[config.mk]
export PLATFORM = sky130hd
export DESIGN_NAME = dctcp_alpha_estimator_unit
export DESIGN_NICKNAME = d
export VERILOG_FILES = /design/src/dae_pkg.sv /design/src/dae_divider.sv /design/src/dctcp_alpha_estimator_unit.sv
export SDC_FILE = /design/constraint.sdc
export NUM_CORES = 2
export LEC_CHECK = 0
export BUFFER_PORTS_ARGS = -buffer_cell sky130_fd_sc_hd__buf_4
export CORE_MARGIN = 8
export CORE_UTILIZATION = 59
export CTS_BUF_LIST = sky130_fd_sc_hd__clkbuf_4
export CTS_CLUSTER_DIAMETER = 150
export DETAILED_ROUTE_END_ITERATION = 10
export GPL_TIMING_DRIVEN = 0
export PLACE_DENSITY = 0.8
export SYNTH_ARGS = -nofsm -noshare
export SYNTH_HDL_FRONTEND = slang
export SYNTH_SLANG_ARGS = --single-unit
[constraint.sdc]
create_clock -name clk -period 8.55 [get_ports clk]
set_input_delay 0.855 -clock clk [delete_from_list [all_inputs] [get_ports clk]]
set_output_delay 0.855 -clock clk [all_outputs]
set_load 0.1 [all_outputs]
[src/dae_pkg.sv]
// ----------------------------------------------------------------------------
// dae_pkg
// Shared types and constants for the congestion alpha estimator: request
// codes, register indexes, field widths and divider sizing.
// ----------------------------------------------------------------------------
package dae_pkg;

    localparam int SEQ_W    = 32;
    localparam int CWND_W   = 20;
    localparam int ALPHA_W  = 11;
    localparam int GAIN_W   = 4;
    localparam int MSS_W    = 16;
    localparam int CFG_IDX_W  = 2;
    localparam int CFG_DATA_W = 16;

    localparam logic [ALPHA_W-1:0] ALPHA_MAX = 11'd1024;
    localparam logic [GAIN_W-1:0]  GAIN_MAX  = 4'd10;

    // divider: marked bytes shifted by up to ten over the byte total
    localparam int DVD_W     = SEQ_W + 10;
    localparam int DVS_W     = SEQ_W;
    localparam int DIV_CNT_W = $clog2(DVD_W);

    typedef enum logic [2:0] {
        REQ_START     = 3'd0,
        REQ_ACK       = 3'd1,
        REQ_LOSS_CUT  = 3'd2,
        REQ_ENTER_LOSS = 3'd3,
        REQ_UNDO      = 3'd4
    } req_code_t;

    typedef enum logic [CFG_IDX_W-1:0] {
        CFG_GAIN_SHIFT    = 2'd0,
        CFG_INITIAL_ALPHA = 2'd1,
        CFG_CLAMP_ON_LOSS = 2'd2,
        CFG_MSS_BYTES     = 2'd3
    } cfg_index_t;

    // saturating 32-bit add for the byte counters
    function automatic logic [SEQ_W-1:0] sat_add(input logic [SEQ_W-1:0] a,
                                                  input logic [SEQ_W-1:0] b);
        logic [SEQ_W:0] s;
        s = {1'b0, a} + {1'b0, b};
        return s[SEQ_W] ? {SEQ_W{1'b1}} : s[SEQ_W-1:0];
    endfunction

endpackage

[src/dae_divider.sv]
// ----------------------------------------------------------------------------
// dae_divider
// Restoring divider, one quotient bit per cycle. Quotient bits enter the
// dividend register at the right; done pulses the cycle after the last step.
// ----------------------------------------------------------------------------
module dae_divider
    import dae_pkg::*;
(
    input  logic             clk,
    input  logic             rst_n,
    input  logic             start,
    input  logic [DVD_W-1:0] dividend,
    input  logic [DVS_W-1:0] divisor,
    output logic             done,
    output logic [DVD_W-1:0] quotient
);

    logic                 busy_reg, busy_next;
    logic                 done_reg, done_next;
    logic [DIV_CNT_W-1:0] cnt_reg, cnt_next;
    logic [DVD_W-1:0]     dvd_reg, dvd_next;
    logic [DVS_W-1:0]     dvs_reg, dvs_next;
    logic [DVS_W-1:0]     rem_reg, rem_next;

    logic [DVS_W:0]   rem_shift;
    logic [DVS_W+1:0] diff;
    logic             ge;

    assign rem_shift = {rem_reg, dvd_reg[DVD_W-1]};
    assign diff      = {1'b0, rem_shift} - {2'b00, dvs_reg};
    assign ge        = ~diff[DVS_W+1];

    always_comb
    begin
        busy_next = busy_reg;
        done_next = 1'b0;
        cnt_next  = cnt_reg;
        dvd_next  = dvd_reg;
        dvs_next  = dvs_reg;
        rem_next  = rem_reg;
        if (start)
        begin
            busy_next = 1'b1;
            cnt_next  = DIV_CNT_W'(DVD_W - 1);
            dvd_next  = dividend;
            dvs_next  = divisor;
            rem_next  = '0;
        end
        else if (busy_reg)
        begin
            rem_next = ge ? diff[DVS_W-1:0] : rem_shift[DVS_W-1:0];
            dvd_next = {dvd_reg[DVD_W-2:0], ge};
            cnt_next = cnt_reg - DIV_CNT_W'(1);
            if (cnt_reg == '0)
            begin
                busy_next = 1'b0;
                done_next = 1'b1;
            end
        end
    end

    always_ff @(posedge clk or negedge rst_n)
    begin
        if (!rst_n)
        begin
            busy_reg <= 1'b0;
            done_reg <= 1'b0;
            cnt_reg  <= '0;
        end
        else
        begin
            busy_reg <= busy_next;
            done_reg <= done_next;
            cnt_reg  <= cnt_next;
        end
    end

    always_ff @(posedge clk)
    begin
        dvd_reg <= dvd_next;
        dvs_reg <= dvs_next;
        rem_reg <= rem_next;
    end

    assign done     = done_reg;
    assign quotient = dvd_reg;

endmodule

[src/dctcp_alpha_estimator_unit.sv]
// ----------------------------------------------------------------------------
// dctcp_alpha_estimator_unit
// Per-connection congestion estimator: byte counting, alpha update once per
// observation window, loss reduction and undo of the congestion window.
// ----------------------------------------------------------------------------
// One request is taken at a time; req_ready stays low until its response has
// been moved into the output register. Start, enter-loss, undo and acks that
// do not end the window pass through S_EXEC and S_DONE; a loss reduction
// multiplies in S_EXEC, then subtracts and floors in S_MUL. An ack ending the
// window runs the bit-serial divider over 42 quotient bits in S_DIV. The
// output register lets a new request be taken while the last response
// still waits for rsp_ready. Configuration writes are always taken.
module dctcp_alpha_estimator_unit
    import dae_pkg::*;
(
    input  logic                  clk,
    input  logic                  rst_n,
    input  logic                  cfg_valid,
    output logic                  cfg_ready,
    input  logic [CFG_IDX_W-1:0]  cfg_index,
    input  logic [CFG_DATA_W-1:0] cfg_data,
    input  logic                  req_valid,
    output logic                  req_ready,
    input  logic [2:0]            req_type,
    input  logic [SEQ_W-1:0]      ack_seq,
    input  logic [SEQ_W-1:0]      next_send_seq,
    input  logic                  window_update,
    input  logic                  echo_marked,
    input  logic [CWND_W-1:0]     cwnd_in,
    output logic                  rsp_valid,
    input  logic                  rsp_ready,
    output logic [CWND_W-1:0]     window_value,
    output logic [ALPHA_W-1:0]    alpha_now,
    output logic                  window_closed
);

    typedef enum logic [4:0] {
        S_IDLE = 5'b00001,
        S_EXEC = 5'b00010,
        S_MUL  = 5'b00100,
        S_DIV  = 5'b01000,
        S_DONE = 5'b10000
    } state_t;

    state_t state_reg, state_next;

    // configuration
    logic [GAIN_W-1:0]  gain_reg;
    logic [ALPHA_W-1:0] init_alpha_reg;
    logic               clamp_reg;
    logic [MSS_W-1:0]   mss_reg;

    // connection state
    logic [ALPHA_W-1:0] alpha_reg, alpha_next;
    logic [SEQ_W-1:0]   prior_reg, prior_next;
    logic [SEQ_W-1:0]   wend_reg, wend_next;
    logic [SEQ_W-1:0]   total_reg, total_next;
    logic [SEQ_W-1:0]   marked_reg, marked_next;
    logic [CWND_W-1:0]  saved_reg, saved_next;

    // latched request
    logic [2:0]        type_reg;
    logic [SEQ_W-1:0]  ack_reg;
    logic [SEQ_W-1:0]  nxt_reg;
    logic              wupd_reg;
    logic              echo_reg;
    logic [CWND_W-1:0] cwnd_reg;

    logic [CWND_W+ALPHA_W-1:0] prod_reg, prod_next;
    logic [CWND_W-1:0]         wval_reg, wval_next;
    logic                      closed_reg, closed_next;

    logic                      rsp_valid_reg, rsp_valid_next;
    logic [CWND_W-1:0]         out_wval_reg;
    logic [ALPHA_W-1:0]        out_alpha_reg;
    logic                      out_closed_reg;

    logic             div_start;
    logic [DVD_W-1:0] div_dividend;
    logic [DVS_W-1:0] div_divisor;
    logic             div_done;
    logic [DVD_W-1:0] div_quot;

    logic [SEQ_W-1:0]   acked;
    logic [SEQ_W-1:0]   ack_total;
    logic [SEQ_W-1:0]   ack_marked;
    logic [SEQ_W-1:0]   wdist;
    logic [GAIN_W-1:0]  g_eff;
    logic [ALPHA_W-1:0] q_sat;
    logic [ALPHA_W:0]   alpha_sum;
    logic [CWND_W-1:0]  cut;
    logic [CWND_W-1:0]  reduced;
    logic               out_free;

    assign cfg_ready = 1'b1;
    assign req_ready = (state_reg == S_IDLE);
    assign out_free  = ~rsp_valid_reg | rsp_ready;

    always_ff @(posedge clk or negedge rst_n)
    begin
        if (!rst_n)
        begin
            gain_reg       <= 4'd4;
            init_alpha_reg <= ALPHA_MAX;
            clamp_reg      <= 1'b1;
            mss_reg        <= 16'd1460;
        end
        else if (cfg_valid)
        begin
            case (cfg_index)
                CFG_GAIN_SHIFT:    gain_reg       <= cfg_data[GAIN_W-1:0];
                CFG_INITIAL_ALPHA: init_alpha_reg <= cfg_data[ALPHA_W-1:0];
                CFG_CLAMP_ON_LOSS: clamp_reg      <= cfg_data[0];
                CFG_MSS_BYTES:     mss_reg        <= cfg_data[MSS_W-1:0];
                default:           ;
            endcase
        end
    end

    // ack byte accounting
    always_comb
    begin
        acked = ack_reg - prior_reg;
        if (acked == '0 && !wupd_reg)
            acked = {{(SEQ_W-MSS_W){1'b0}}, mss_reg};
        ack_total  = (acked != '0) ? sat_add(total_reg, acked) : total_reg;
        ack_marked = (acked != '0 && echo_reg) ? sat_add(marked_reg, acked) : marked_reg;
    end

    assign wdist        = ack_reg - wend_reg;
    assign g_eff        = (gain_reg > GAIN_MAX) ? GAIN_MAX : gain_reg;
    assign div_dividend = {{(DVD_W-SEQ_W){1'b0}}, ack_marked} << (GAIN_MAX - g_eff);
    assign div_divisor  = (ack_total == '0) ? DVS_W'(1) : ack_total;

    // quotients wider than the alpha field all clamp to all ones
    assign q_sat     = (div_quot[DVD_W-1:ALPHA_W] != '0) ? {ALPHA_W{1'b1}}
                                                          : div_quot[ALPHA_W-1:0];
    assign alpha_sum = {1'b0, alpha_reg} - {1'b0, alpha_reg >> g_eff} + {1'b0, q_sat};

    assign cut     = prod_reg[CWND_W+ALPHA_W-1:ALPHA_W];
    assign reduced = cwnd_reg - cut;

    always_comb
    begin
        state_next     = state_reg;
        alpha_next     = alpha_reg;
        prior_next     = prior_reg;
        wend_next      = wend_reg;
        total_next     = total_reg;
        marked_next    = marked_reg;
        saved_next     = saved_reg;
        prod_next      = prod_reg;
        wval_next      = wval_reg;
        closed_next    = closed_reg;
        rsp_valid_next = rsp_valid_reg & ~rsp_ready;
        div_start      = 1'b0;
        case (state_reg)
            S_IDLE:
            begin
                if (req_valid)
                    state_next = S_EXEC;
            end
            S_EXEC:
            begin
                wval_next   = '0;
                closed_next = 1'b0;
                state_next  = S_DONE;
                case (type_reg)
                    REQ_START:
                    begin
                        prior_next  = ack_reg;
                        alpha_next  = (init_alpha_reg > ALPHA_MAX) ? ALPHA_MAX
                                                                   : init_alpha_reg;
                        saved_next  = '0;
                        wend_next   = nxt_reg;
                        total_next  = '0;
                        marked_next = '0;
                    end
                    REQ_ACK:
                    begin
                        total_next  = ack_total;
                        marked_next = ack_marked;
                        if (acked != '0)
                            prior_next = ack_reg;
                        if (!wdist[SEQ_W-1])
                        begin
                            div_start  = 1'b1;
                            state_next = S_DIV;
                        end
                    end
                    REQ_LOSS_CUT:
                    begin
                        prod_next  = (CWND_W+ALPHA_W)'(cwnd_reg)
                                   * (CWND_W+ALPHA_W)'(alpha_reg);
                        saved_next = cwnd_reg;
                        state_next = S_MUL;
                    end
                    REQ_ENTER_LOSS:
                    begin
                        if (clamp_reg)
                            alpha_next = ALPHA_MAX;
                    end
                    REQ_UNDO:
                    begin
                        wval_next = (cwnd_reg > saved_reg) ? cwnd_reg : saved_reg;
                    end
                    default: ;
                endcase
            end
            S_MUL:
            begin
                wval_next  = (reduced < CWND_W'(2)) ? CWND_W'(2) : reduced;
                state_next = S_DONE;
            end
            S_DIV:
            begin
                if (div_done)
                begin
                    alpha_next  = (alpha_sum > {1'b0, ALPHA_MAX}) ? ALPHA_MAX
                                                                  : alpha_sum[ALPHA_W-1:0];
                    wend_next   = nxt_reg;
                    total_next  = '0;
                    marked_next = '0;
                    closed_next = 1'b1;
                    state_next  = S_DONE;
                end
            end
            S_DONE:
            begin
                if (out_free)
                begin
                    rsp_valid_next = 1'b1;
                    state_next     = S_IDLE;
                end
            end
            default: state_next = S_IDLE;
        endcase
    end

    always_ff @(posedge clk or negedge rst_n)
    begin
        if (!rst_n)
        begin
            state_reg     <= S_IDLE;
            rsp_valid_reg <= 1'b0;
            alpha_reg     <= ALPHA_MAX;
            prior_reg     <= '0;
            wend_reg      <= '0;
            total_reg     <= '0;
            marked_reg    <= '0;
            saved_reg     <= '0;
        end
        else
        begin
            state_reg     <= state_next;
            rsp_valid_reg <= rsp_valid_next;
            alpha_reg     <= alpha_next;
            prior_reg     <= prior_next;
            wend_reg      <= wend_next;
            total_reg     <= total_next;
            marked_reg    <= marked_next;
            saved_reg     <= saved_next;
        end
    end

    always_ff @(posedge clk)
    begin
        prod_reg    <= prod_next;
        wval_reg    <= wval_next;
        closed_reg  <= closed_next;
        if (state_reg == S_IDLE && req_valid)
        begin
            type_reg <= req_type;
            ack_reg  <= ack_seq;
            nxt_reg  <= next_send_seq;
            wupd_reg <= window_update;
            echo_reg <= echo_marked;
            cwnd_reg <= cwnd_in;
        end
        if (state_reg == S_DONE && out_free)
        begin
            out_wval_reg   <= wval_reg;
            out_alpha_reg  <= alpha_reg;
            out_closed_reg <= closed_reg;
        end
    end

    dae_divider u_divider (
        .clk      (clk),
        .rst_n    (rst_n),
        .start    (div_start),
        .dividend (div_dividend),
        .divisor  (div_divisor),
        .done     (div_done),
        .quotient (div_quot)
    );

    assign rsp_valid     = rsp_valid_reg;
    assign window_value  = out_wval_reg;
    assign alpha_now     = out_alpha_reg;
    assign window_closed = out_closed_reg;

endmodule

After elaboration in Yosys (flattened, before gate mapping)
Cells that the tools add are included.

Logic and storage cells: 154. Bits of input ports: 112. Flip-flop bits (word level): 484. Output and inout bits: 35.

Add/sub/neg operators: 10. Magnitude comparators: 5. Bitwise gates (word level): 5. Multipliers: 1. Shifts and indexed selects: 2. Muxes and demuxes: 52. Reductions and logical operators: 29. Eq/ne operators: 20.

Operators by type and width (number): 32-bit case mux with 2 select lines (6); 32-bit two-way mux (10); 42-bit two-way mux (2); 20-bit case mux with 2 select lines (2); 32-bit by 32-bit adder with 33-bit output (2); 32-bit zero test (2); 32-bit subtractor (2); 20-bit two-way mux (3); 11-bit two-way mux (5); 11-bit case mux with 2 select lines (2); 32-bit by 4-bit << shifter with 42-bit output (1); 33-bit by 32-bit subtractor with 34-bit output (1); 32-bit nonzero test (1); 20-bit by 11-bit multiplier with 31-bit output (1); 31-bit nonzero test (1); 5-bit case mux with 5 select lines (1); 20-bit > comparator (1); 20-bit by 2-bit < comparator with 1-bit output (second input constant) (1); 5-bit two-way mux (4); 20-bit subtractor (1); 2-bit AND reduction (7); 12-bit by 11-bit adder with 12-bit output (1); 12-bit by 11-bit > comparator with 1-bit output (second input constant) (1); 1-bit two-way mux (12); 36 further kinds (54).

Depth between registers and ports, before layout
Depth after elaboration: 9. Gate-level depth with buffers: 41. Mapped depth without buffers: 38.

By module
A second synthesis with hierarchy kept.

Cell total of the unflattened synthesis: 3987. Area, all modules: 37817.5 µm².

Modules (own cells, without submodules): dctcp_alpha_estimator_unit (instances 1, seq. area each 9808.2 µm², area an instance 31436.4 µm², cells an instance 3408); dae_divider (instances 1, seq. area each 3062.9 µm², area an instance 6381.1 µm², cells an instance 579).

Worst setup path before layout
No wires, ideal clock.

Kind: flip-flop to flip-flop. Start point: register prior_reg[0]. End point: register u_divider.dvd_reg[36], in the netlist u_divider.quotient[36] (data pin). Required time: 8.413 ns. Library setup time: 0.137 ns. Stages on the path, launching flop included: 41. Setup slack: -0.238 ns. Period minus slack after synthesis: 8.788 ns. Arrival time: 8.651 ns. Cell sequence: dfrtp_1 > ha_1 > fa_1 > nor2b_1 > o31a_1 > o21ai_4 > o21ba_1 > buf_6 > a21o_4 > xnor2_2 > or4_1 > nor3_2 > nand4b_1 > or4_1 > a2111o_1 > nor2_1 > clkbuf_1 > nand2_1 > [5 not listed] > o31a_1 > nor2_1 > o21ai_0 > a21oi_1 > o21ai_0 > a21oi_1 > o21ai_0 > o2111ai_1 > a2111o_1 > a21oi_2 > buf_2 > nor2_1 > o21ai_0 > a22o_1 > o211ai_1 > mux2_2 > o221ai_1 > o21a_1.

Longest elaborated chain between the ends: 9. Elaborated cells between the ends (all ways): 11.

Ends and longest elaborated chain: start, declared (RTL line dctcp_alpha_estimator_unit.sv:55) `logic [SEQ_W-1:0] prior_reg, prior_next;`; start signal, assigned (RTL line dctcp_alpha_estimator_unit.sv:258) `prior_reg <= prior_next;`; 32-bit subtractor (*) (RTL line dctcp_alpha_estimator_unit.sv:123) `acked = ack_reg - prior_reg;`; 32-bit zero test (RTL line dctcp_alpha_estimator_unit.sv:124) `if (acked == '0 && !wupd_reg)`; 1-bit logical AND (RTL line dctcp_alpha_estimator_unit.sv:124); 32-bit two-way mux (*) (RTL line dctcp_alpha_estimator_unit.sv:124); 32-bit by 32-bit adder with 33-bit output / 32-bit nonzero test (equally long branches) (RTL line dae_pkg.sv:43, dctcp_alpha_estimator_unit.sv:127); 32-bit two-way mux / 1-bit logical AND (equally long branches) (RTL line dae_pkg.sv:44, dctcp_alpha_estimator_unit.sv:127); 32-bit two-way mux (*) (RTL line dctcp_alpha_estimator_unit.sv:127) `ack_marked = (acked != '0 && echo_reg) ? sat_add(marked_reg, acked) : marked_reg;`; 32-bit by 4-bit << shifter with 42-bit output (*) (RTL line dctcp_alpha_estimator_unit.sv:132) `assign div_dividend = {{(DVD_W-SEQ_W){1'b0}}, ack_marked} << (GAIN_MAX - g_eff);`; 42-bit two-way mux (*) (RTL line dae_divider.sv:41) `if (start)`; net u_divider.dvd_next[36] (RTL line dae_divider.sv:21) `logic [DVD_W-1:0] dvd_reg, dvd_next;`; end signal, assigned (RTL line dae_divider.sv:80) `dvd_reg <= dvd_next;`; end, declared (RTL line dae_divider.sv:21).

Mark *: on every way through the listed nets, which the timed path passes. The rest lies on a longest branch. A chain may end at the register's enable or synchronous reset.

Worst setup path in the final report
Start point: register ack_reg[0]. End point: register u_divider.dvd_reg[39], in the netlist u_divider.quotient[39] (data pin).

Longest elaborated chain between the ends: 9. Elaborated cells between the ends (all ways): 15.

Ends and longest elaborated chain: start, declared (RTL line dctcp_alpha_estimator_unit.sv:63) `logic [SEQ_W-1:0] ack_reg;`; start signal, assigned (RTL line dctcp_alpha_estimator_unit.sv:274) `ack_reg <= ack_seq;`; 32-bit subtractor (RTL line dctcp_alpha_estimator_unit.sv:123); 32-bit zero test (RTL line dctcp_alpha_estimator_unit.sv:124); 1-bit logical AND (RTL line dctcp_alpha_estimator_unit.sv:124); 32-bit two-way mux (RTL line dctcp_alpha_estimator_unit.sv:124); 32-bit by 32-bit adder with 33-bit output / 32-bit nonzero test (equally long branches) (RTL line dae_pkg.sv:43, dctcp_alpha_estimator_unit.sv:127); 32-bit two-way mux / 1-bit logical AND (equally long branches) (RTL line dae_pkg.sv:44, dctcp_alpha_estimator_unit.sv:127); 32-bit two-way mux (RTL line dctcp_alpha_estimator_unit.sv:127); 32-bit by 4-bit << shifter with 42-bit output (RTL line dctcp_alpha_estimator_unit.sv:132); 42-bit two-way mux (*) (RTL line dae_divider.sv:41); net u_divider.dvd_next[39] (RTL line dae_divider.sv:21).

Marked as above.

==> run metrics <==
status=finished with violations; failing checks=negative setup slack; TritonCTS Buffers=121; WL/cell=20.9 um; Reg-to-Reg Start=ack_reg[0]$_DFFE_PP_; Critical Path Source Type=flip-flop; post-route cell area=~43000 um2; CP endpoint kind=flip-flop; post-synth cell types=97; die height=265 um; antenna violations before repair=3; DP Cell Count=4888; Fmax=0.113 GHz; M2 GR Usage=0.463; worst reg2reg endpoint=u_divider.quotient[39]$_DFFE_PP_; cell with the most instances after synthesis=nand2_1; Starting Density=0.593; Final Setup Violations=41; IO buf count=145; GRT overflow=0; clock sinks=473; Slowest cell on crit path=or4_1; Clk pin slew, worst setup/hold paths=80 ps; Site Rows=between 90 and 100; Worst EP arrival=9540 ps; worst setup margin=-304 ps; syn avg cell area=9.24 um2; DRT antenna net count=0; CTS root buf=clkbuf_4; FF-to-FF path depth=42; # IOs=147; reg2reg setup slack=-300 ps; Ys Warns=0; number of global-route vias before repair=31280; clk_skew=78.6 ps; critical path class=reg2reg; Worst EP required=9240 ps; layout net count=between 4000 and 5000; GRT Total Usage=0.302; sum of negative setup slack=-5340 ps; Layout Area Growth over Synthesis=16.9%; Tcrit/Tclk final=1.04; post-route non-filler standard cell count=5211; Largest register FFs=42; Via density=roughly 6.1; Synth area leaders=edfxtp_1 19%, dfrtp_1 13%, fa_1 9.7%, ha_1 9.1%, nand2_1 4.9%; Yosys top cell area share=0.194; worst-margin pin slew=1370 ps; met1 global-route usage=0.398; layout cells sized above 1=0.175; Skew-Pair Late Insertion Delay=960 ps; Seq/Total Area, Yosys=0.353; Most Crowded Layer GR=met2; First DRT Iteration DRCs=around 3100; Max Buffers Root-to-Sink=3; synthesized area=36500 um2; Post-synth top cells=475 x nand2_1, 372 x inv_1, 277 x o21ai_0; post-synth top area cell=edfxtp_1; drt pass-1 iters=8; Post-Route WL=109000 um; main flop type after synthesis=edfxtp_1; # DRC=0; via count=about 32000; CTS tree=done; min Tclk post-route=between 8000 and 9000 ps; Worst Hold Class=in2reg; hold path cells=1; RSZ-0062 raised after global routing=true; Slew Limit Headroom=0.0871; CP dominant cell by count=o21ai_2; max-slew violations=0; Die Wd=265 um; Final Hold Viols=0; number of synthesized flops with an enable pin=between 200 and 250; ys async rst share=0.433; Gate Count Post-Synth=3948; crit path max fanout=8; Synth Register Bits=473; largest net degree at the start of global routing=94; Max-Cap Viols=0; H-Tree Depth=3; die area=about 70000 um2; GR met3 Demand/Resource=0.0751; crit path launch=ack_reg[0]$_DFFE_PP_; GP Congestion=0.988; core region area=61500 um2; CP peak stage delay=between 500 and 600 ps; Syn Nets=4501; Placement Cell Area=38700 um2; critical path endpoint=u_divider.quotient[39]$_DFFE_PP_; first-pass GRT wire length=169000 um; detailed placement HPWL=82600 um
[kinds of logic after synthesis]
group	count (synthesis)	share of synthesized area
xor+xnor	158	0.0389
buf+inv	563	0.0588
compound gates	1019	0.179
flops	473	0.353
simple gates	1179	0.150
mux	112	0.0324
other cells	1	0.000103
fa+ha+maj	443	0.188
[per-layer routing]
metal,wire length [um],vias up
li1,-,14665
met1,44300,15301
met2,47700,1549
met3,10900,335
met4,5950,2
met5,13,-
[cells in the final DEF (no fill, tap or decap), types with 14 or more instances in the layout]
cell type / instances
o22ai_1: 22
o21ai_2: 14
nor2b_1: 33
a21oi_2: 18
o211ai_1: 24
nor4_1: 24
o21a_1: 42
a31oi_1: 24
ha_1: 250
fa_1: 173
edfxtp_1: 236
o21ai_1: 18
xor2_1: 51
o21bai_1: 18
mux2i_2: 16
a22o_1: 38
mux2i_1: 43
nand2b_1: 32
mux2_2: 38
xnor2_1: 95
and3_1: 25
buf_4: 234
nand4_1: 27
o21ai_0: 246
nor3_1: 56
clkbuf_1: 163
or3_1: 20
nand2_1: 467
clkinv_1: 28
inv_1: 370
dfxtp_1: 32
o22ai_2: 16
a21oi_1: 219
nor2_1: 255
clkbuf_4: 185
a211oi_1: 23
a21o_1: 80
dfrtp_1: 194
nand3_1: 50
and2_1: 87
[critical path, delay by kind of cell, from the launching register on]
family	cells	cell delay [ps]
AOI/OAI and AO/OA	20	4140
xor gates and xnor gates	1	250
adders and majority gates	4	1040
buffers and inverters	8	1150
DFF	1	390
muxes	1	210
and+or+nand+nor	8	1420
[per-stage QoR]
stage	utilization	hold WS [ps]	worst slack (ps)
final	0.694	79.1	-304
after global routing	0.694	56.1	-513
after CTS	0.676	16.3	-165
after detailed placement	0.630	405	-2210
after global placement	0.627	400	-2280
after floorplan	-	400	54.9
[worst min-delay path by stage]
stage	startpoint	to	slack, ps
after global placement	wval_reg[8]$_DFFE_PP_	window_value[8]$_DFFE_PP_	400
after detailed placement	wval_reg[1]$_DFFE_PP_	window_value[1]$_DFFE_PP_	400
after global routing	cwnd_in[10]	cwnd_reg[10]$_DFFE_PP_	60
final	cwnd_in[19]	cwnd_reg[19]$_DFFE_PP_	80
after CTS	cwnd_in[0]	cwnd_reg[0]$_DFFE_PP_	20
after floorplan	closed_reg$_DFFE_PP_	window_closed$_DFFE_PP_	400
[area by class of cell]
cell class	count	area [um2]
diodes	2	5.00
plain buffers	187	793
clock buffers	185	1390
clock inverters	46	263
fillers	4738	18800
inverters	375	1410
multi-input cells	2912	23000
flip-flops and latches	473	12900
well taps	790	988
repair buffers	241	1920
[timing repair]
action	4_1_cts	5_1_grt
setup buffers	50	39
endpoints found under the hold margin	22	0
pin swaps	63	80
gates resized for setup	169	167
cloned	1	0
hold buffers	1	0
setup endpoints to repair	138	96
Power is left out: the tool's default activity adds up to more than one toggle a clock period on the data nets, which glitch-free logic cannot reach.
